$ cat src/design/disk_rsa_placement_macros.svh
// assertion macros for the disk placement block
// no dependencies; users need clk and rst_n in scope
`ifndef DISK_RSA_PLACEMENT_MACROS_SVH
`define DISK_RSA_PLACEMENT_MACROS_SVH
`ifndef NO_ASSERTIONS
// expression holds at every clock edge
`define DRSA_ASSERT_NOW(label, expr) \
  label: assert property (@(posedge clk) disable iff (!rst_n) (expr)) \
    else $error("disk placement check failed");
// consequent holds in the same cycle as the antecedent
`define DRSA_ASSERT_IMP(label, ante, cons) \
  label: assert property (@(posedge clk) disable iff (!rst_n) (ante) |-> (cons)) \
    else $error("disk placement check failed");
// consequent holds in the cycle after the antecedent
`define DRSA_ASSERT_NXT(label, ante, cons) \
  label: assert property (@(posedge clk) disable iff (!rst_n) (ante) |=> (cons)) \
    else $error("disk placement check failed");
`else
`define DRSA_ASSERT_NOW(label, expr)
`define DRSA_ASSERT_IMP(label, ante, cons)
`define DRSA_ASSERT_NXT(label, ante, cons)
`endif
`endif

$ cat src/design/drsa_pkg.sv
// shared types and constants for the disk placement block
// no dependencies
package drsa_pkg;

  // sizing
  localparam int MAX_POINTS = 1024;
  localparam int COORD_BITS = 16;
  localparam int RAND_W     = 16;
  localparam int OUT_W      = 16;
  localparam int ADDR_W     = $clog2(MAX_POINTS);
  localparam int CNT_W      = $clog2(MAX_POINTS + 1);
  localparam int SPAN_W     = COORD_BITS + 1;
  localparam int PROD_W     = RAND_W + SPAN_W;
  localparam int SQ_W       = 2 * COORD_BITS;
  localparam int D2_W       = 2 * COORD_BITS + 1;
  localparam int WORD_W     = 2 * COORD_BITS;

  // register field widths
  localparam int RADIUS_W = 15;
  localparam int TARGET_W = 11;
  localparam int STEPS_W  = 31;
  localparam int PCNT_W   = 11;

  // configuration port
  localparam int CFG_DATA_W = 32;
  localparam int CFG_ADDR_W = 4;

  // register indexes
  localparam logic [1:0] REG_RADIUS = 2'd0;
  localparam logic [1:0] REG_TARGET = 2'd1;
  localparam logic [1:0] REG_LIMIT  = 2'd2;

  // register reset values
  localparam logic [RADIUS_W-1:0] RADIUS_RST = RADIUS_W'(1638);
  localparam logic [TARGET_W-1:0] TARGET_RST = TARGET_W'(1024);
  localparam logic [STEPS_W-1:0]  LIMIT_RST  = STEPS_W'(100000);

  // fixed point constants
  localparam logic [SPAN_W-1:0] ONE_FX = SPAN_W'(1) << COORD_BITS;

  typedef logic [COORD_BITS-1:0] coord_t;

  // control from sequencer to distance pipeline
  typedef struct packed {
    logic issue;
    logic flush;
  } dist_ctl_t;

  // status from distance pipeline to sequencer
  typedef struct packed {
    logic busy;
    logic hit;
  } dist_sts_t;

endpackage

$ cat src/design/drsa_dist.sv
// distance check pipeline: one stored centre per cycle against the candidate
// depends on drsa_pkg
module drsa_dist import drsa_pkg::*; (
  input  logic              clk,
  input  logic              rst_n,
  input  dist_ctl_t         ctl,
  input  coord_t            cand_x,
  input  coord_t            cand_y,
  input  logic [WORD_W-1:0] rdata,
  input  logic [D2_W-1:0]   d2min,
  output dist_sts_t         sts
);

  logic            s1_v_r;
  logic            s2_v_r;
  logic [SQ_W-1:0] sqx_r;
  logic [SQ_W-1:0] sqy_r;
  coord_t          mem_x;
  coord_t          mem_y;
  coord_t          dx;
  coord_t          dy;
  logic [D2_W-1:0] d2;

  // absolute differences against the entry just read
  assign mem_x = rdata[WORD_W-1:COORD_BITS];
  assign mem_y = rdata[COORD_BITS-1:0];
  assign dx    = (cand_x > mem_x) ? cand_x - mem_x : mem_x - cand_x;
  assign dy    = (cand_y > mem_y) ? cand_y - mem_y : mem_y - cand_y;

  // valid tracking, read data lands in the cycle after the issue
  always_ff @(posedge clk) begin
    if (!rst_n) begin
      s1_v_r <= 1'b0;
      s2_v_r <= 1'b0;
    end else begin
      s1_v_r <= ctl.issue & ~ctl.flush;
      s2_v_r <= s1_v_r & ~ctl.flush;
    end
  end

  // squares registered before the sum
  always_ff @(posedge clk) begin
    sqx_r <= SQ_W'(dx) * SQ_W'(dx);
    sqy_r <= SQ_W'(dy) * SQ_W'(dy);
  end

  // overlap when strictly closer than two radii
  assign d2       = D2_W'(sqx_r) + D2_W'(sqy_r);
  assign sts.hit  = s2_v_r && (d2 < d2min);
  assign sts.busy = s1_v_r | s2_v_r;

endmodule

$ cat config.mk
export PLATFORM = sky130hd
export DESIGN_NAME = drsa_dist
export DESIGN_NICKNAME = d
export VERILOG_FILES = /design/src/design/disk_rsa_placement_macros.svh /design/src/design/drsa_pkg.sv /design/src/design/drsa_dist.sv
export SDC_FILE = /design/constraint.sdc
export NUM_CORES = 1
export LEC_CHECK = 0
export ABC_AREA = 1
export BUFFER_PORTS_ARGS = -buffer_cell sky130_fd_sc_hd__buf_2
export CAP_MARGIN = 0
export CORE_MARGIN = 4
export CORE_UTILIZATION = 59
export DETAILED_ROUTE_END_ITERATION = 6
export GPL_TIMING_DRIVEN = 0
export HOLD_SLACK_MARGIN = 0.12
export PLACE_DENSITY_LB_ADDON = 0.2
export SYNTH_ARGS = -nofsm -noshare
export SYNTH_HDL_FRONTEND = slang
export SYNTH_SLANG_ARGS = --single-unit
export TNS_END_PERCENT = 30
$ cat constraint.sdc
create_clock -name clk -period 6.7 [get_ports clk]
set_input_delay 0.67 -clock clk [delete_from_list [all_inputs] [get_ports clk]]
set_output_delay 0.67 -clock clk [all_outputs]
set_load 0.05 [all_outputs]
==> impl_metrics.ini <==
[finish]
seq_area_sq_um = 1280
antenna_cells = 0
multi_input_area_sq_um = 19400
fillers = 2898
fin_nets = 4016
instances_no_fill = 3739
syn2layout_area_growth_pct = 20.7
drive_above_1_share_pct = 20.7

[worst_setup_path]
critPathCaptureType = flop
cp_max_fo = 5
slowest_delay_ns = 0.59
cp.arrival_ns = 7.31
critPathLaunchType = input pin
crit_type = input pin to flop
required_ns = 6.91
crit_path_frequent_cell = fa_1
slowest_stage = fa_2

[yosys]
ys_async_sr_fraction_pct = 0
avgSynthCellArea_sq_um = 7.33
synth_fp_nets = 3770
ys.flop_type = dfxtp_1
synthTopCellsByCount = inv_1, nand2_1, fa_1
ys_top_cells_by_area = fa_1, ha_1, inv_1
synth.most_common_cell = inv_1
seq_area_frac_synth_pct = 5.79
ys_ff_latch = 64
syn-cell-area_sq_um = 22100
synth_edf_count = 0
synth_cells = 3020
yosys.area.top_type = fa_1
ys_warn_count = 0
yosys.cell_types.count = 47
synth_top_area_share_pct = 29.8

[sta]
min_period_ns = 7.10
post-route-period-util_pct = 106
fin_worst_skew_ns = 0.0000205
slew_headroom_pct = 61.7
setup_viol_count_final = 38
grt_setup_unrepaired = yes
worst_pin_slew_ns = 0.574
slew_violations = 0
max_freq_mhz = 141
finalHoldViolations = 0
layout_setup_ws_ns = -0.403

[floorplanning]
fp-row-count = 70
die_y_um = 202
dieArea_sq_um = 40700
die_w_um = 202
start_util_pct = 60.2
io_pins = 103
coreArea_sq_um = 36800

[job]
cap_viol_max_count = 0

[global_route]
grt_antenna_before_repair = 0
grt_max_degree = 13
grt_pass1_wl_um = 97900
grt_overflow = 0
grt_pass1_vias = 21005
grt_usage_pct = 28.9

[routing]
first_pass_iters = 6
wl_per_cell_um = 16.6
drc = 0
via_count = 20219
post_drt_via_cell_ratio = 5.41
drt-total-wl_um = 62200
ant_nets = 0
drt_iter0_drc = 1325

[clock_network]
clkTransAtPathRegs_ns = 0.06
cts_tree = built
worstSkewPairLatency_ns = 0.33
cts-root-buf = clkbuf_16
postCtsHoldBufs = 0
cts.sinks = 64
clk_path_buf_depth = 2
cts_max_level = 3
cts-buffers-inserted = 9

[place]
gp_congestion = 0.951
placed_cells = 3590
portBuffers = 102
hpwlAfterDp_um = 49300

[run_status]
status = finished, violations left
violations = negative setup slack

[min_path]
min_path_type = flop to flop
==> path summary, 6_finish.rpt <==
path	start	to	slack (ns)	cells past startpoint
worst max-delay path	cand_y[0]	sqy_r[29]	-0.40	33
worst min-delay path	s1_v_r	s2_v_r	0.43	2
worst max register to register	s1_v_r	s2_v_r	6.20	2
worst min register to register	s1_v_r	s2_v_r	0.43	2
==> final cells by class <==
class | instances | area share, %
clock inverter | 7 | 0.450
buffer | 28 | 1.11
inverter | 767 | 11.4
clock buffer | 9 | 0.843
timing repair buffer | 241 | 6.40
sequential | 64 | 4.80
multi-input combinational | 2155 | 72.8
tap | 468 | 2.19
==> layer usage <==
layer / track usage, % / vias up / part of all wire (%)
li1: - / 9622 / -
met1: 36.9 / 9668 / 40
met2: 51.0 / 752 / 50
met3: 3.77 / 175 / 6.6
met4: 8.81 / 2 / 3.6
met5: 1.67 / - / 0.082
==> placed cells by master (no fill, tap or decap), types with 9 or more instances in the layout <==
master and instances:
inv_2 41, nor3_1 27, nand4_1 13, nor2_4 16, nand2_1 544, nand3_1 74, buf_6 22, dfxtp_1 64
ha_4 33, a21oi_1 144, nand2_2 57, xnor2_1 38, a21oi_4 11, nand2_4 40, a21oi_2 32, nor2_2 41
fa_2 19, xor2_1 81, inv_1 695, ha_1 275, nand3_2 10, fa_1 310, clkbuf_16 11, o21ai_2 17
buf_2 100, ha_2 12, buf_8 12, buf_4 121, nor2_1 210, o21ai_0 66, inv_8 9
==> sequential cells by signal, summed over array words and instances (netlist names) <==
signal / count
s1_v_r: 1
s2_v_r: 1
sqx_r: 31
sqy_r: 31
==> repair_timing <==
item,CTS,global route
buffers inserted,63,73
pin swaps,65,109
endpoints found under the setup margin,47,46
resized for setup,225,288
gates cloned,1,3
==> kinds of logic (layout without fill, tap and decap cells) <==
logic type                 Yosys count  after routing  synth area share (%)
AOI/OAI and AO/OA                  321            321                  7.95
buffers and inverters              802           1052                  13.9
adders and majority gates          649            649                  47.8
xor gates and xnor gates           128            128                  5.22
DFF                                 64             64                  5.79
and+or+nand+nor                   1056           1057                  19.3
==> per-stage QoR <==
step	setup WS [ns]	util, %	hold slack [ns]	TNS (ns)	area [sq um]
detailed placement	-1.70	63.7	0.427	-55.86	23400
floorplan	-0.206	-	0.405	-1.74	22300
finish	-0.403	72.6	0.434	-8.16	26700
global route	-0.611	72.6	0.460	-18.03	26700
global placement	-1.58	63.7	0.413	-51.16	23400
CTS	-0.279	68.2	0.436	-6.32	25100
==> critical path, delay by kind of cell <==
kind / cells / cell delay, ns
compound gates: 6 / 0.98
xor+xnor: 2 / 0.32
fa+ha+maj: 9 / 3.62
buf+inv: 8 / 0.89
simple gates: 8 / 0.81
Power is left out: the tool's default activity adds up to more than one toggle a clock period on the data nets, which glitch-free logic cannot reach.
